### config.mk
export PLATFORM = sky130hd
export DESIGN_NAME = encoder_pid_motor_speed_loop_unit
export DESIGN_NICKNAME = d
export VERILOG_FILES = /design/src/design/epid_pkg.sv /design/src/design/epid_div.sv /design/src/design/epid_seq.sv /design/src/design/epid_dp.sv /design/src/design/encoder_pid_motor_speed_loop_unit.sv
export SDC_FILE = /design/constraint.sdc
export NUM_CORES = 2
export LEC_CHECK = 0
export ABC_CLOCK_PERIOD_IN_PS = 14500
export BUFFER_PORTS_ARGS = -buffer_cell sky130_fd_sc_hd__buf_2
export CORE_UTILIZATION = 40
export CTS_CLUSTER_SIZE = 30
export DETAILED_ROUTE_END_ITERATION = 12
export GPL_TIMING_DRIVEN = 0
export HOLD_SLACK_MARGIN = 0.02
export PLACE_DENSITY = 0.55
export SLEW_MARGIN = 10
export SYNTH_ARGS = -nofsm -noshare
export SYNTH_HDL_FRONTEND = slang
export SYNTH_SLANG_ARGS = --single-unit
### constraint.sdc
create_clock -name clk -period 14.5 [get_ports clk]
set_input_delay 1.45 -clock clk [delete_from_list [all_inputs] [get_ports clk]]
set_output_delay 1.45 -clock clk [all_outputs]
set_load 0.03 [all_outputs]
### src/design/epid_pkg.sv
// Shared types, constants and the control program of the encoder PID speed loop.
package epid_pkg;

	// field widths
	localparam int TGT_W   = 14;
	localparam int ENC_W   = 16;
	localparam int MS_W    = 16;
	localparam int PWM_W   = 15;
	localparam int SPD_W   = 24;
	localparam int ODO_W   = 32;
	localparam int DELTA_W = 17;

	// configuration port
	localparam int CFG_IDX_W  = 4;
	localparam int CFG_DATA_W = 32;

	// datapath widths
	localparam int NUM_W  = 35;          // |delta| * 960000 < 2^35
	localparam int DEN_W  = 32;          // ticks_per_rev * elapsed
	localparam int MA_W   = 17;
	localparam int MB_W   = 27;
	localparam int PROD_W = MA_W + MB_W;
	localparam int ACC_W  = PROD_W + 2;
	localparam int FRAC_W = 12;          // Q8.8 gain times Q.4 error
	localparam int SH_W   = ACC_W - FRAC_W;
	localparam int ERR_W  = 25;
	localparam int DIFF_W = ERR_W + 1;
	localparam int TCL_W  = TGT_W + 1;

	localparam logic signed [MB_W-1:0] SPEED_SCALE = MB_W'(60000 * 16);
	localparam logic [NUM_W-1:0] SPD_POS_MAX = NUM_W'((64'd1 << (SPD_W - 1)) - 1);
	localparam logic [NUM_W-1:0] SPD_NEG_MAX = NUM_W'(64'd1 << (SPD_W - 1));
	localparam logic signed [ACC_W-1:0] RND_BIAS = ACC_W'((64'd1 << FRAC_W) - 1);

	typedef enum logic [CFG_IDX_W-1:0] {
		REG_KP,
		REG_KI,
		REG_KD,
		REG_MAX_SPEED,
		REG_PWM_LIMIT,
		REG_INT_LIMIT,
		REG_MOTOR_DIR,
		REG_ENC_INV
	} reg_idx_t;

	typedef struct packed {
		logic [15:0] kp_gain;
		logic [15:0] ki_gain;
		logic [15:0] kd_gain;
		logic [12:0] max_speed;
		logic [14:0] pwm_limit;
		logic [22:0] integral_limit;
		logic        motor_direction;
		logic        encoder_invert;
	} cfg_t;

	localparam cfg_t CFG_RESET = '{
		kp_gain:         16'd51,
		ki_gain:         16'd128,
		kd_gain:         16'd77,
		max_speed:       13'd5600,
		pwm_limit:       15'd1000,
		integral_limit:  23'd32000,
		motor_direction: 1'b0,
		encoder_invert:  1'b0
	};

	typedef enum logic [2:0] {
		MS_NONE,
		MS_NUM,
		MS_DEN,
		MS_KP,
		MS_KI,
		MS_KD
	} mul_sel_t;

	typedef enum logic [1:0] {
		ACC_HOLD,
		ACC_LOAD,
		ACC_ADD
	} acc_op_t;

	typedef enum logic [1:0] {
		J_NONE,
		J_NO_IN,
		J_DIV_BUSY,
		J_OUT_BUSY
	} cond_t;

	localparam int PC_W = 4;

	typedef struct packed {
		logic            take_in;
		mul_sel_t        mul_sel;
		acc_op_t         acc_op;
		logic            ld_odo;
		logic            ld_num;
		logic            div_start;
		logic            ld_speed;
		logic            ld_err;
		logic            ld_integ;
		logic            ld_shift;
		logic            ld_out;
		cond_t           cond;
		logic [PC_W-1:0] target;
		logic            last;
	} ctrl_t;

	typedef struct packed {
		logic no_in;
		logic div_busy;
		logic out_blocked;
	} status_t;

	localparam ctrl_t CW_NOP = '{
		take_in:   1'b0,
		mul_sel:   MS_NONE,
		acc_op:    ACC_HOLD,
		ld_odo:    1'b0,
		ld_num:    1'b0,
		div_start: 1'b0,
		ld_speed:  1'b0,
		ld_err:    1'b0,
		ld_integ:  1'b0,
		ld_shift:  1'b0,
		ld_out:    1'b0,
		cond:      J_NONE,
		target:    '0,
		last:      1'b0
	};

	// program steps
	localparam logic [PC_W-1:0] ST_IDLE     = 4'd0;
	localparam logic [PC_W-1:0] ST_NUM      = 4'd1;
	localparam logic [PC_W-1:0] ST_DEN      = 4'd2;
	localparam logic [PC_W-1:0] ST_DIV_GO   = 4'd3;
	localparam logic [PC_W-1:0] ST_DIV_WAIT = 4'd4;
	localparam logic [PC_W-1:0] ST_SPEED    = 4'd5;
	localparam logic [PC_W-1:0] ST_ERR      = 4'd6;
	localparam logic [PC_W-1:0] ST_INTEG    = 4'd7;
	localparam logic [PC_W-1:0] ST_MUL_KI   = 4'd8;
	localparam logic [PC_W-1:0] ST_MUL_KD   = 4'd9;
	localparam logic [PC_W-1:0] ST_ACC_KD   = 4'd10;
	localparam logic [PC_W-1:0] ST_SHIFT    = 4'd11;
	localparam logic [PC_W-1:0] ST_OUT      = 4'd12;

	function automatic ctrl_t ucode(input logic [PC_W-1:0] pc);
		ctrl_t cw;
		cw = CW_NOP;
		unique case (pc)
			ST_IDLE: begin
				cw.take_in = 1'b1;
				cw.cond    = J_NO_IN;
				cw.target  = ST_IDLE;
			end
			ST_NUM: begin
				cw.mul_sel = MS_NUM;
				cw.ld_odo  = 1'b1;
			end
			ST_DEN: begin
				cw.mul_sel = MS_DEN;
				cw.ld_num  = 1'b1;
			end
			ST_DIV_GO: begin
				cw.div_start = 1'b1;
			end
			ST_DIV_WAIT: begin
				cw.cond   = J_DIV_BUSY;
				cw.target = ST_DIV_WAIT;
			end
			ST_SPEED: begin
				cw.ld_speed = 1'b1;
			end
			ST_ERR: begin
				cw.ld_err = 1'b1;
			end
			ST_INTEG: begin
				cw.ld_integ = 1'b1;
				cw.mul_sel  = MS_KP;
			end
			ST_MUL_KI: begin
				cw.acc_op  = ACC_LOAD;
				cw.mul_sel = MS_KI;
			end
			ST_MUL_KD: begin
				cw.acc_op  = ACC_ADD;
				cw.mul_sel = MS_KD;
			end
			ST_ACC_KD: begin
				cw.acc_op = ACC_ADD;
			end
			ST_SHIFT: begin
				cw.ld_shift = 1'b1;
			end
			ST_OUT: begin
				cw.ld_out = 1'b1;
				cw.cond   = J_OUT_BUSY;
				cw.target = ST_OUT;
				cw.last   = 1'b1;
			end
			default: begin
				cw = CW_NOP;
			end
		endcase
		return cw;
	endfunction

endpackage

### src/design/epid_div.sv
// Restoring unsigned divider, one quotient bit per cycle.
module epid_div (
	input  logic                       clk,
	input  logic                       arst_n,
	input  logic                       start,
	input  logic [epid_pkg::NUM_W-1:0] num,
	input  logic [epid_pkg::DEN_W-1:0] den,
	output logic                       busy,
	output logic [epid_pkg::NUM_W-1:0] quo
);
	import epid_pkg::*;

	localparam int CNT_W = $clog2(NUM_W + 1);

	logic [CNT_W-1:0] cnt_q;
	logic             busy_q;
	logic [DEN_W-1:0] rem_q;
	logic [DEN_W-1:0] den_q;
	logic [NUM_W-1:0] quo_q;
	logic [DEN_W:0]   shifted;
	logic [DEN_W:0]   sub;
	logic             ge;

	assign shifted = {rem_q, quo_q[NUM_W-1]};
	assign sub     = shifted - {1'b0, den_q};
	assign ge      = shifted >= {1'b0, den_q};

	always_ff @(posedge clk or negedge arst_n) begin
		if (!arst_n) begin
			busy_q <= 1'b0;
			cnt_q  <= '0;
		end else if (start) begin
			busy_q <= 1'b1;
			cnt_q  <= CNT_W'(NUM_W);
		end else if (busy_q) begin
			cnt_q <= cnt_q - 1'b1;
			if (cnt_q == CNT_W'(1)) begin
				busy_q <= 1'b0;
			end
		end
	end

	always_ff @(posedge clk) begin
		if (start) begin
			rem_q <= '0;
			den_q <= den;
			quo_q <= num;
		end else if (busy_q) begin
			rem_q <= ge ? sub[DEN_W-1:0] : shifted[DEN_W-1:0];
			quo_q <= {quo_q[NUM_W-2:0], ge};
		end
	end

	assign busy = busy_q;
	assign quo  = quo_q;

`ifndef SYNTHESIS
	a_busy_count: assert property (@(posedge clk) disable iff (!arst_n)
		busy_q |-> (cnt_q != '0))
		else $error("divider busy with zero count");
`endif

endmodule

### src/design/epid_seq.sv
// Step counter and control store of the speed loop sequencer.
module epid_seq (
	input  logic              clk,
	input  logic              arst_n,
	input  epid_pkg::status_t status,
	output epid_pkg::ctrl_t   cw
);
	import epid_pkg::*;

	logic [PC_W-1:0] pc_q;
	logic [PC_W-1:0] pc_next;
	logic            jump;

	assign cw = ucode(pc_q);

	always_comb begin
		unique case (cw.cond)
			J_NONE:     jump = 1'b0;
			J_NO_IN:    jump = status.no_in;
			J_DIV_BUSY: jump = status.div_busy;
			J_OUT_BUSY: jump = status.out_blocked;
			default:    jump = 1'b0;
		endcase
		if (jump) begin
			pc_next = cw.target;
		end else if (cw.last) begin
			pc_next = ST_IDLE;
		end else begin
			pc_next = pc_q + 1'b1;
		end
	end

	always_ff @(posedge clk or negedge arst_n) begin
		if (!arst_n) begin
			pc_q <= ST_IDLE;
		end else begin
			pc_q <= pc_next;
		end
	end

`ifndef SYNTHESIS
	a_start_run: assert property (@(posedge clk) disable iff (!arst_n)
		(cw.take_in && !status.no_in) |=> (pc_q == ST_NUM))
		else $error("accepted request did not start the program");
`endif

endmodule

### src/design/epid_dp.sv
// Datapath: loop state, shared multiplier, accumulator, divider and output register.
module epid_dp #(
	parameter int TICKS_PER_REV = 1560,
	parameter int DEADBAND      = 40
) (
	input  logic                                clk,
	input  logic                                arst_n,
	input  epid_pkg::ctrl_t                     cw,
	input  epid_pkg::cfg_t                      cfg,
	input  logic                                in_valid,
	input  logic signed [epid_pkg::TGT_W-1:0]   target_speed,
	input  logic        [epid_pkg::ENC_W-1:0]   encoder_count,
	input  logic        [epid_pkg::MS_W-1:0]    elapsed_ms,
	input  logic                                out_stall,
	output epid_pkg::status_t                   status,
	output logic                                out_valid,
	output logic        [epid_pkg::PWM_W-1:0]   pwm_a,
	output logic        [epid_pkg::PWM_W-1:0]   pwm_b,
	output logic signed [epid_pkg::SPD_W-1:0]   measured_speed,
	output logic signed [epid_pkg::ODO_W-1:0]   odometer_ticks
);
	import epid_pkg::*;

	localparam logic [15:0]      TPR = 16'(TICKS_PER_REV);
	localparam logic [PWM_W-1:0] DB  = PWM_W'(DEADBAND);

	// loop state
	logic        [ENC_W-1:0]   last_count_q;
	logic signed [ODO_W-1:0]   odo_q;
	logic signed [ERR_W-1:0]   prev_q;
	logic signed [ERR_W-1:0]   integ_q;

	// working registers
	logic signed [TGT_W-1:0]   target_q;
	logic        [MS_W-1:0]    elapsed_q;
	logic signed [DELTA_W-1:0] delta_q;
	logic        [NUM_W-1:0]   num_q;
	logic signed [SPD_W-1:0]   speed_q;
	logic signed [ERR_W-1:0]   err_q;
	logic signed [DIFF_W-1:0]  diff_q;
	logic signed [PROD_W-1:0]  prod_q;
	logic signed [ACC_W-1:0]   acc_q;
	logic signed [SH_W-1:0]    shift_q;

	// output register
	logic                      out_valid_q;
	logic        [PWM_W-1:0]   pwm_a_q;
	logic        [PWM_W-1:0]   pwm_b_q;
	logic signed [SPD_W-1:0]   speed_out_q;
	logic signed [ODO_W-1:0]   odo_out_q;

	logic                      take;
	logic                      out_blocked;
	logic        [ENC_W-1:0]   draw;
	logic signed [DELTA_W-1:0] delta_raw;
	logic signed [DELTA_W-1:0] delta_neg;
	logic signed [DELTA_W-1:0] delta_new;
	logic        [ENC_W-1:0]   delta_mag;
	logic signed [MA_W-1:0]    ma;
	logic signed [MB_W-1:0]    mb;
	logic                      div_busy;
	logic        [NUM_W-1:0]   quo;
	logic        [SPD_W-1:0]   quo_neg;
	logic signed [SPD_W-1:0]   speed_sat;
	logic signed [TCL_W-1:0]   t_ext;
	logic signed [TCL_W-1:0]   ms_pos;
	logic signed [TCL_W-1:0]   ms_neg;
	logic signed [TCL_W-1:0]   t_cl;
	logic signed [DIFF_W-1:0]  isum;
	logic signed [DIFF_W-1:0]  ilim;
	logic signed [DIFF_W-1:0]  ilim_neg;
	logic signed [ERR_W-1:0]   integ_new;
	logic signed [ACC_W-1:0]   prod_ext;
	logic signed [ACC_W-1:0]   rnd;
	logic signed [SH_W-1:0]    plim;
	logic signed [SH_W-1:0]    plim_neg;
	logic signed [SH_W-1:0]    shift_abs;
	logic        [PWM_W-1:0]   mag_cl;
	logic        [PWM_W-1:0]   mag;
	logic                      to_a;

	assign take        = cw.take_in && in_valid;
	assign out_blocked = out_valid_q && out_stall;

	// tick delta modulo 2^16, read as signed, optionally reversed
	assign draw      = encoder_count - last_count_q;
	assign delta_raw = {draw[ENC_W-1], draw};
	assign delta_neg = -delta_raw;
	assign delta_new = cfg.encoder_invert ? delta_neg : delta_raw;

	always_ff @(posedge clk or negedge arst_n) begin
		if (!arst_n) begin
			last_count_q <= '0;
		end else if (take) begin
			last_count_q <= encoder_count;
		end
	end

	always_ff @(posedge clk) begin
		if (take) begin
			target_q  <= target_speed;
			elapsed_q <= (elapsed_ms == '0) ? MS_W'(1) : elapsed_ms;
			delta_q   <= delta_new;
		end
	end

	always_ff @(posedge clk or negedge arst_n) begin
		if (!arst_n) begin
			odo_q <= '0;
		end else if (cw.ld_odo) begin
			odo_q <= odo_q + {{(ODO_W-DELTA_W){delta_q[DELTA_W-1]}}, delta_q};
		end
	end

	// shared multiplier, registered
	always_comb begin
		delta_mag = delta_q[DELTA_W-1] ? ENC_W'(-delta_q) : delta_q[ENC_W-1:0];
		unique case (cw.mul_sel)
			MS_NUM: begin
				ma = {1'b0, delta_mag};
				mb = SPEED_SCALE;
			end
			MS_DEN: begin
				ma = {1'b0, TPR};
				mb = {{(MB_W-MS_W){1'b0}}, elapsed_q};
			end
			MS_KP: begin
				ma = {1'b0, cfg.kp_gain};
				mb = {{(MB_W-ERR_W){err_q[ERR_W-1]}}, err_q};
			end
			MS_KI: begin
				ma = {1'b0, cfg.ki_gain};
				mb = {{(MB_W-ERR_W){integ_q[ERR_W-1]}}, integ_q};
			end
			MS_KD: begin
				ma = {1'b0, cfg.kd_gain};
				mb = {{(MB_W-DIFF_W){diff_q[DIFF_W-1]}}, diff_q};
			end
			default: begin
				ma = '0;
				mb = '0;
			end
		endcase
	end

	always_ff @(posedge clk) begin
		prod_q <= ma * mb;
		if (cw.ld_num) begin
			num_q <= prod_q[NUM_W-1:0];
		end
	end

	epid_div u_div (
		.clk    (clk),
		.arst_n (arst_n),
		.start  (cw.div_start),
		.num    (num_q),
		.den    (prod_q[DEN_W-1:0]),
		.busy   (div_busy),
		.quo    (quo)
	);

	// quotient magnitude back to a signed, saturated speed
	always_comb begin
		quo_neg = -quo[SPD_W-1:0];
		if (delta_q[DELTA_W-1]) begin
			speed_sat = (quo > SPD_NEG_MAX) ? SPD_NEG_MAX[SPD_W-1:0] : quo_neg;
		end else begin
			speed_sat = (quo > SPD_POS_MAX) ? SPD_POS_MAX[SPD_W-1:0] : quo[SPD_W-1:0];
		end
	end

	// clamped target
	always_comb begin
		t_ext  = {target_q[TGT_W-1], target_q};
		ms_pos = {2'b00, cfg.max_speed};
		ms_neg = -ms_pos;
		if (t_ext > ms_pos) begin
			t_cl = ms_pos;
		end else if (t_ext < ms_neg) begin
			t_cl = ms_neg;
		end else begin
			t_cl = t_ext;
		end
	end

	// clamped integral
	always_comb begin
		isum     = {integ_q[ERR_W-1], integ_q} + {err_q[ERR_W-1], err_q};
		ilim     = {3'b000, cfg.integral_limit};
		ilim_neg = -ilim;
		if (isum > ilim) begin
			integ_new = ilim[ERR_W-1:0];
		end else if (isum < ilim_neg) begin
			integ_new = ilim_neg[ERR_W-1:0];
		end else begin
			integ_new = isum[ERR_W-1:0];
		end
	end

	always_ff @(posedge clk) begin
		if (cw.ld_speed) begin
			speed_q <= speed_sat;
		end
		if (cw.ld_err) begin
			err_q <= {{(ERR_W-TCL_W){t_cl[TCL_W-1]}}, t_cl} - {speed_q[SPD_W-1], speed_q};
		end
		if (cw.ld_integ) begin
			diff_q <= {err_q[ERR_W-1], err_q} - {prev_q[ERR_W-1], prev_q};
		end
	end

	always_ff @(posedge clk or negedge arst_n) begin
		if (!arst_n) begin
			prev_q  <= '0;
			integ_q <= '0;
		end else if (cw.ld_integ) begin
			prev_q  <= err_q;
			integ_q <= integ_new;
		end
	end

	// accumulator and truncation toward zero by 2^12
	assign prod_ext = {{(ACC_W-PROD_W){prod_q[PROD_W-1]}}, prod_q};
	assign rnd      = acc_q + (acc_q[ACC_W-1] ? RND_BIAS : '0);

	always_ff @(posedge clk) begin
		unique case (cw.acc_op)
			ACC_LOAD: acc_q <= prod_ext;
			ACC_ADD:  acc_q <= acc_q + prod_ext;
			default:  acc_q <= acc_q;
		endcase
		if (cw.ld_shift) begin
			shift_q <= rnd[ACC_W-1:FRAC_W];
		end
	end

	// saturate, deadband and steer
	always_comb begin
		plim      = {{(SH_W-PWM_W){1'b0}}, cfg.pwm_limit};
		plim_neg  = -plim;
		shift_abs = -shift_q;
		if (shift_q > plim || shift_q < plim_neg) begin
			mag_cl = cfg.pwm_limit;
		end else if (shift_q[SH_W-1]) begin
			mag_cl = shift_abs[PWM_W-1:0];
		end else begin
			mag_cl = shift_q[PWM_W-1:0];
		end
		mag  = (mag_cl < DB) ? '0 : mag_cl;
		to_a = shift_q[SH_W-1] ? !cfg.motor_direction : cfg.motor_direction;
	end

	always_ff @(posedge clk or negedge arst_n) begin
		if (!arst_n) begin
			out_valid_q <= 1'b0;
		end else if (cw.ld_out && !out_blocked) begin
			out_valid_q <= 1'b1;
		end else if (!out_stall) begin
			out_valid_q <= 1'b0;
		end
	end

	always_ff @(posedge clk) begin
		if (cw.ld_out && !out_blocked) begin
			pwm_a_q     <= to_a ? mag : '0;
			pwm_b_q     <= to_a ? '0 : mag;
			speed_out_q <= speed_q;
			odo_out_q   <= odo_q;
		end
	end

	assign status.no_in       = !in_valid;
	assign status.div_busy    = div_busy;
	assign status.out_blocked = out_blocked;

	assign out_valid      = out_valid_q;
	assign pwm_a          = pwm_a_q;
	assign pwm_b          = pwm_b_q;
	assign measured_speed = speed_out_q;
	assign odometer_ticks = odo_out_q;

`ifndef SYNTHESIS
	a_div_restart: assert property (@(posedge clk) disable iff (!arst_n)
		cw.div_start |-> !div_busy)
		else $error("divider started while busy");

	a_out_load: assert property (@(posedge clk) disable iff (!arst_n)
		(cw.ld_out && !out_blocked) |=> out_valid_q)
		else $error("result load lost");
`endif

endmodule

### src/design/encoder_pid_motor_speed_loop_unit.sv
// Top level of the encoder-fed PID motor speed loop: configuration registers and sequencer.
// Each request is one control tick (target speed, raw encoder count, elapsed ms) and gives one
// result: two bridge PWM compare values, the measured speed in rpm Q.4 and the odometer total.
// The speed is formed by the 35-bit restoring divider; the other program steps run around
// one shared 17x27 multiplier. One request is processed at a time; in_stall drops again as
// soon as the result sits in the output register, so the next request is taken while that
// result waits. Configuration writes are always ready and must only be issued while the
// block is idle; indexes above the last register are ignored.
module encoder_pid_motor_speed_loop_unit #(
	parameter int TICKS_PER_REV = 1560,
	parameter int DEADBAND      = 40
) (
	input  logic                                  clk,
	input  logic                                  arst_n,
	input  logic                                  in_valid,
	output logic                                  in_stall,
	input  logic signed [epid_pkg::TGT_W-1:0]     target_speed,
	input  logic        [epid_pkg::ENC_W-1:0]     encoder_count,
	input  logic        [epid_pkg::MS_W-1:0]      elapsed_ms,
	output logic                                  out_valid,
	input  logic                                  out_stall,
	output logic        [epid_pkg::PWM_W-1:0]     pwm_a,
	output logic        [epid_pkg::PWM_W-1:0]     pwm_b,
	output logic signed [epid_pkg::SPD_W-1:0]     measured_speed,
	output logic signed [epid_pkg::ODO_W-1:0]     odometer_ticks,
	input  logic                                  cfg_valid,
	output logic                                  cfg_ready,
	input  logic        [epid_pkg::CFG_IDX_W-1:0] cfg_index,
	input  logic        [epid_pkg::CFG_DATA_W-1:0] cfg_data
);
	import epid_pkg::*;

	cfg_t    cfg_q;
	ctrl_t   cw;
	status_t status;

	assign cfg_ready = 1'b1;
	assign in_stall  = !cw.take_in;

	always_ff @(posedge clk or negedge arst_n) begin
		if (!arst_n) begin
			cfg_q <= CFG_RESET;
		end else if (cfg_valid && cfg_ready) begin
			unique case (cfg_index)
				REG_KP:        cfg_q.kp_gain         <= cfg_data[15:0];
				REG_KI:        cfg_q.ki_gain         <= cfg_data[15:0];
				REG_KD:        cfg_q.kd_gain         <= cfg_data[15:0];
				REG_MAX_SPEED: cfg_q.max_speed       <= cfg_data[12:0];
				REG_PWM_LIMIT: cfg_q.pwm_limit       <= cfg_data[14:0];
				REG_INT_LIMIT: cfg_q.integral_limit  <= cfg_data[22:0];
				REG_MOTOR_DIR: cfg_q.motor_direction <= cfg_data[0];
				REG_ENC_INV:   cfg_q.encoder_invert  <= cfg_data[0];
				default:       cfg_q                 <= cfg_q;
			endcase
		end
	end

	epid_seq u_seq (
		.clk    (clk),
		.arst_n (arst_n),
		.status (status),
		.cw     (cw)
	);

	epid_dp #(
		.TICKS_PER_REV (TICKS_PER_REV),
		.DEADBAND      (DEADBAND)
	) u_dp (
		.clk            (clk),
		.arst_n         (arst_n),
		.cw             (cw),
		.cfg            (cfg_q),
		.in_valid       (in_valid),
		.target_speed   (target_speed),
		.encoder_count  (encoder_count),
		.elapsed_ms     (elapsed_ms),
		.out_stall      (out_stall),
		.status         (status),
		.out_valid      (out_valid),
		.pwm_a          (pwm_a),
		.pwm_b          (pwm_b),
		.measured_speed (measured_speed),
		.odometer_ticks (odometer_ticks)
	);

endmodule
Word level (Yosys, flattened, before mapping)
Index checks and enable logic that the tools add are counted.
- register bits after elaboration: 677
- bits in latches: 0
- RAM bits: 0
- memory bits (read-only): 0
- input port bits: 87
- logic and storage cells: 157
- memories kept: 0
- add/subtract/negate cells: 17
- multipliers: 1
- divide/modulo/power cells: 0
- magnitude comparators: 10
- equality and inequality tests: 31
- shifts and indexed selects: 0
- mux-type cells: 42
- bitwise operators: 0
- reductions and logical operators: 23
- operator list (operator ; number):
    $pmux W27 S5 ; 1
    $pmux W46 S2 ; 1
    $pmux W16 S5 ; 1
    $mux W15 ; 5
    $mux W24 ; 3
    $mux W35 ; 2
    $mux W25 ; 2
    $add A46 B44 Y46 ; 1
    $add A46 B46 Y46 ; 1
    $mul A17 B27 Y44 ; 1
    $gt A35 B23 Y1 const B ; 1
    $gt A35 B24 Y1 const B ; 1
    $gt A34 B16 Y1 ; 1
    $lt A34 B34 Y1 ; 1
    $neg A15 Y34 ; 1
    $ge A33 B32 Y1 ; 1
    $add A32 B32 Y32 ; 1
    $eq A4 B3 Y1 const B ; 8
    $mux W32 ; 1
    $sub A32 B32 Y32 ; 1
    $add A25 B25 Y26 ; 1
    $gt A26 B24 Y1 ; 1
    $lt A26 B26 Y1 ; 1
    $neg A23 Y26 ; 1
    42 further kinds ; 85

Logic depth before layout (Yosys ltp)
- word-level depth: 6
- gate-level depth with buffers: 34

By module
Synthesis repeated with hierarchy kept, for this count alone.
- cell total of the unflattened synthesis: 5762
- area, all modules: 56842.0 um2
- by module, submodules not included (module ; times used ; cells each ; area each (um2) ; sequential area each (um2)):
    epid_dp ; 1 ; 4890 ; 46347.0 ; 13057.5
    epid_div ; 1 ; 586 ; 6084.6 ; 2827.7
    encoder_pid_motor_speed_loop_unit ; 1 ; 226 ; 3958.8 ; 2561.2
    epid_seq ; 1 ; 60 ; 451.7 ; 100.1

Least setup slack after synthesis
OpenSTA, ideal clock, no wires.
- path type: register -> register
- from: register u_seq.pc_q[0]
- to: register u_dp.prod_q[40]
- arrival: 8.045 ns
- slack: 6.383 ns
- stages on the path, launching flop included: 32
- buffers on the path: 4
- clock period less this slack: 8.117 ns
- path through: dfrtp_1 ha_1 clkbuf_1 and2_1 clkbuf_1 clkbuf_1 a22o_1 a221oi_1 clkbuf_1 nor2_1 fa_1 inv_1 fa_1 inv_1 fa_1 fa_1 fa_1 inv_1 fa_1 inv_1 ha_1 and4_1 nor2b_1 o21a_1 o31ai_1 a21o_1 a41oi_1 o41ai_1 o21ai_0 a21o_1 a21oi_1 xnor2_1
- longest elaborated chain between the ends: 5
- elaborated cells between the ends (all ways): 14
- classes of those cells: mul: 1; eq/ne: 10; mux: 3
- ends and longest elaborated chain (what ; RTL line ; text):
    start, declared ; epid_seq.sv:10 ; logic [PC_W-1:0] pc_q;
    start signal, assigned ; epid_seq.sv:37 ; pc_q <= pc_next;
    $eq A4 B4 Y1, or another cell as far along ; epid_pkg.sv:150 ; unique case (pc)
    $pmux W3 S5 * ; epid_pkg.sv:150 ;
    $eq A3 B3 Y1, or another cell as far along ; epid_dp.sv:118 ; unique case (cw.mul_sel)
    $pmux W16 S5 / $pmux W27 S5 (equally long branches) ; epid_dp.sv:118 ;
    $mul A17 B27 Y44 * ; epid_dp.sv:147 ; prod_q <= ma * mb;
    end signal, assigned ; epid_dp.sv:147 ;
    end, declared ; epid_dp.sv:41 ; logic signed [PROD_W-1:0] prod_q;
Every way passes the cells marked *; elsewhere a longest branch is shown, timed or not.
A chain may end at the register's enable or synchronous reset.

Worst setup path after layout
- from: register u_seq.pc_q[3]
- to: register u_dp.prod_q[40]
Same word-level chain as after synthesis.

==> flow_summary.yaml <==
synthesis:
  synth_cell_types: 92
  syn-cell-area_um2: 55900
  synthFlopType: "edfxtp_1"
  seq_area_frac_synth: 0.332
  yosysWarnings: 0
  syn_nets: 6842
  synth.top_cell.area_share: 0.209
  synth_async_sr_flop_share: 0.312
  syn_inst: 5886
  avgSynthCellArea_um2: 9.50
  synth.largest_area_cell: "edfxtp_1"
  synth_edf_count: 390
  ys_ff_latch: 677
  synthTopCellsByArea: "edfxtp_1 (21%), fa_1 (15%), ha_1 (10%)"
place:
  placed_cell_area_um2: 59500
  io_buffers: 164
  dp_hpwl_um: 136000
  gp_congestion: 0.934
power_and_ir_drop:
  peakVddDrop_mv: 0.165
  p_per_area_nw_per_um2: 212
  finalPower_mw: 13.1
  p_leak_nw: 27.5
cells_and_area:
  fin_area_um2: 62100
  post-route-util: 0.450
  syn_to_final_growth_pct: 11.1
  drive_above_1_share: 0.0816
  mostFrequentLayoutCell: "inv_1"
  fin_nets: 7104
  layout_common_cells: "inv_1 (765), nand2_1 (665), nor2_1 (471), ha_1 (453), fa_1 (416)"
timing:
  hold_slack_ps: 465
  slew_violations: 0
  min_period_ps: 12010
  fin_crit_sh: 0.829
  setup-violations-final: 0
  worst_slew_pin_slew_ps: 1290
  hold_viol: 0
  grt_setup_unrepaired: "false"
  final.setup.tns_ps: 0
  fmax_ghz: 0.0832
  maxSlewHeadroom: 0.131
  finClkSkew_ps: 31.6
floorplanning:
  die_h_um: 376
  core-area_um2: 138000
  start_util: 0.405
  rows: 136
  die_w_um: 376
  dieArea_um2: 141000
  ios: 176
grt:
  antenna_found_initial: 4
  globalRouteOverflowTotal: 0
  grt_pass1_vias: 42401
  grt_pass1_wl_um: 255000
  grtUsageTotal: 0.238
  grt_max_degree: 92
outcome:
  status: "finished clean"
clock_network:
  numCtsBuffers: 80
  cts_setup_buffers: 0
  clockBufferDepth: 3
  cts_sinks: 677
  cts_hold_buf: 0
  cts_tree: "built"
  clock_latency_ps: 700
  cts.repair.resized: 0
  cts_root_buf: "clkbuf_16"
  cts-htree-levels: 3
  path_clk_slew_ps: 60
routing:
  via_per_inst: 5.39
  postRouteAntennaNets: 0
  drtIter0Drc: 3804
  drc: 0
  vias: 43574
  wl_um: 169000
  drt-pass1-iter-count: 6
  wl_per_cell_um: 20.9
worst_setup_path:
  cp_data_arrival_time_ps: 12610
  rrSetupSlack_ps: 2490
  start_kind: "flip-flop"
  worstSetupPathType: "reg2reg"
  critical_path.max_fanout: 10
  path_common_cell: "fa_1"
  max_stage_delay_ps: 1080
  slowest_stage: "o21ai_1"
  path_buf_inv: 8
  crit_family: "compound AO/OA/AOI/OAI gates"
  setup.worst_path.end_class: "flip-flop"
  required_ps: 15090
hold_path:
  hold_path.class: "reg2reg"
flow_run:
  maxCapViolCount: 0
-- where the power goes --
group,switching (mW),internal [mW],total [mW],leakage [nW]
logic,4.78,2.88,7.66,19.4
registers,0.581,2.83,3.41,6.80
clock network,0.869,1.21,2.08,1.30
-- logic make-up after synthesis --
logic type	count (synthesis)	share of synthesized area
multiplexers	151	0.0295
flip-flops	677	0.332
AO/OA/AOI/OAI	1184	0.133
adder cells (fa/ha/maj)	869	0.250
AND/OR/NAND/NOR	1705	0.139
buffers and inverters	981	0.0665
other	1	0.0000670
XOR/XNOR	318	0.0498
-- worst register-to-register path: cells and delay by family, from the launching register on --
kind / cells / cell delay (ps)
AO/OA/AOI/OAI: 11 / 4180
adder cells (fa/ha/maj): 7 / 3480
flip-flops: 1 / 410
buffers and inverters: 8 / 1950
AND/OR/NAND/NOR: 5 / 1720
XOR/XNOR: 1 / 150
-- synthesized netlist by cell type (25+ instances only) --
library cell	instances
inv_1	768
nand2_1	665
nor2_1	471
ha_1	453
fa_1	416
edfxtp_1	390
o21ai_0	342
a21oi_1	299
xnor2_1	229
clkbuf_1	192
dfrtp_1	184
a21o_1	118
mux2_2	111
nand3_1	97
xor2_1	89
nor3_1	77
dfxtp_1	76
nand2b_1	68
nor2b_1	58
o21a_1	57
nand4_1	52
and2_1	42
o211ai_1	41
mux2i_1	40
a31oi_1	34
and3_1	34
or3_1	34
a211oi_1	32
dfstp_2	27
o31ai_1	27
nor4_1	25
o22ai_1	25
-- sequential cells by signal, summed over array words and instances, names as in the netlist, 6 cells and up --
name and count:
u_dp.integ_q 25, u_dp.target_q 14, cfg_q 101, u_dp.shift_q 34, u_dp.prev_q 25, u_dp.diff_q 26, u_dp.delta_q 17, u_dp.u_div.rem_q 32
u_dp.elapsed_q 16, u_dp.pwm_a 15, u_dp.odometer_ticks 32, u_dp.last_count_q 16, u_dp.u_div.quo 35, u_dp.acc_q 46, u_dp.measured_speed 24, u_dp.speed_q 24
u_dp.u_div.den_q 32, u_dp.u_div.cnt_q 6, u_dp.err_q 25, u_dp.odo_q 32, u_dp.num_q 35, u_dp.prod_q 44, u_dp.pwm_b 15
-- per-layer routing --
metal  global-route usage  part of all wire
met3               0.0431             0.072
met4               0.0688             0.025
met2                0.380              0.46
met5                    0                 0
met1                0.328              0.44
-- path summary, 6_finish.rpt --
check                                  from                      end  depth (start not counted)
min in group asynchronous            arst_n           u_dp.odo_q[16]                          1
setup / recovery              u_seq.pc_q[3]          u_dp.prod_q[40]                         32
setup reg to reg              u_seq.pc_q[3]          u_dp.prod_q[40]                         32
max in group asynchronous            arst_n      u_dp.u_div.cnt_q[3]                          2
hold / removal             u_dp.speed_q[10]  u_dp.measured_speed[10]                          0
hold reg to reg            u_dp.speed_q[10]  u_dp.measured_speed[10]                          0
-- layout make-up --
class                           count  area, um2
Multi-Input combinational cell   4228      33700
Clock buffer                      111       2230
Tap cell                         1863       2330
Timing Repair Buffer              180       1140
Fill cell                       13476      76000
Clock inverter                     36        450
Inverter                          769       2890
Buffer                            212        840
Antenna cell                        1       2.50
Sequential cell                   677      18500
-- per-stage QoR --
stage,setup slack (ps),std cells
floorplan,6380,5886
global placement,2640,7913
detailed placement,2840,7929
CTS,2730,8076
global route,2100,8076
finish,2490,8077
Power figures use the tool's default switching activity.
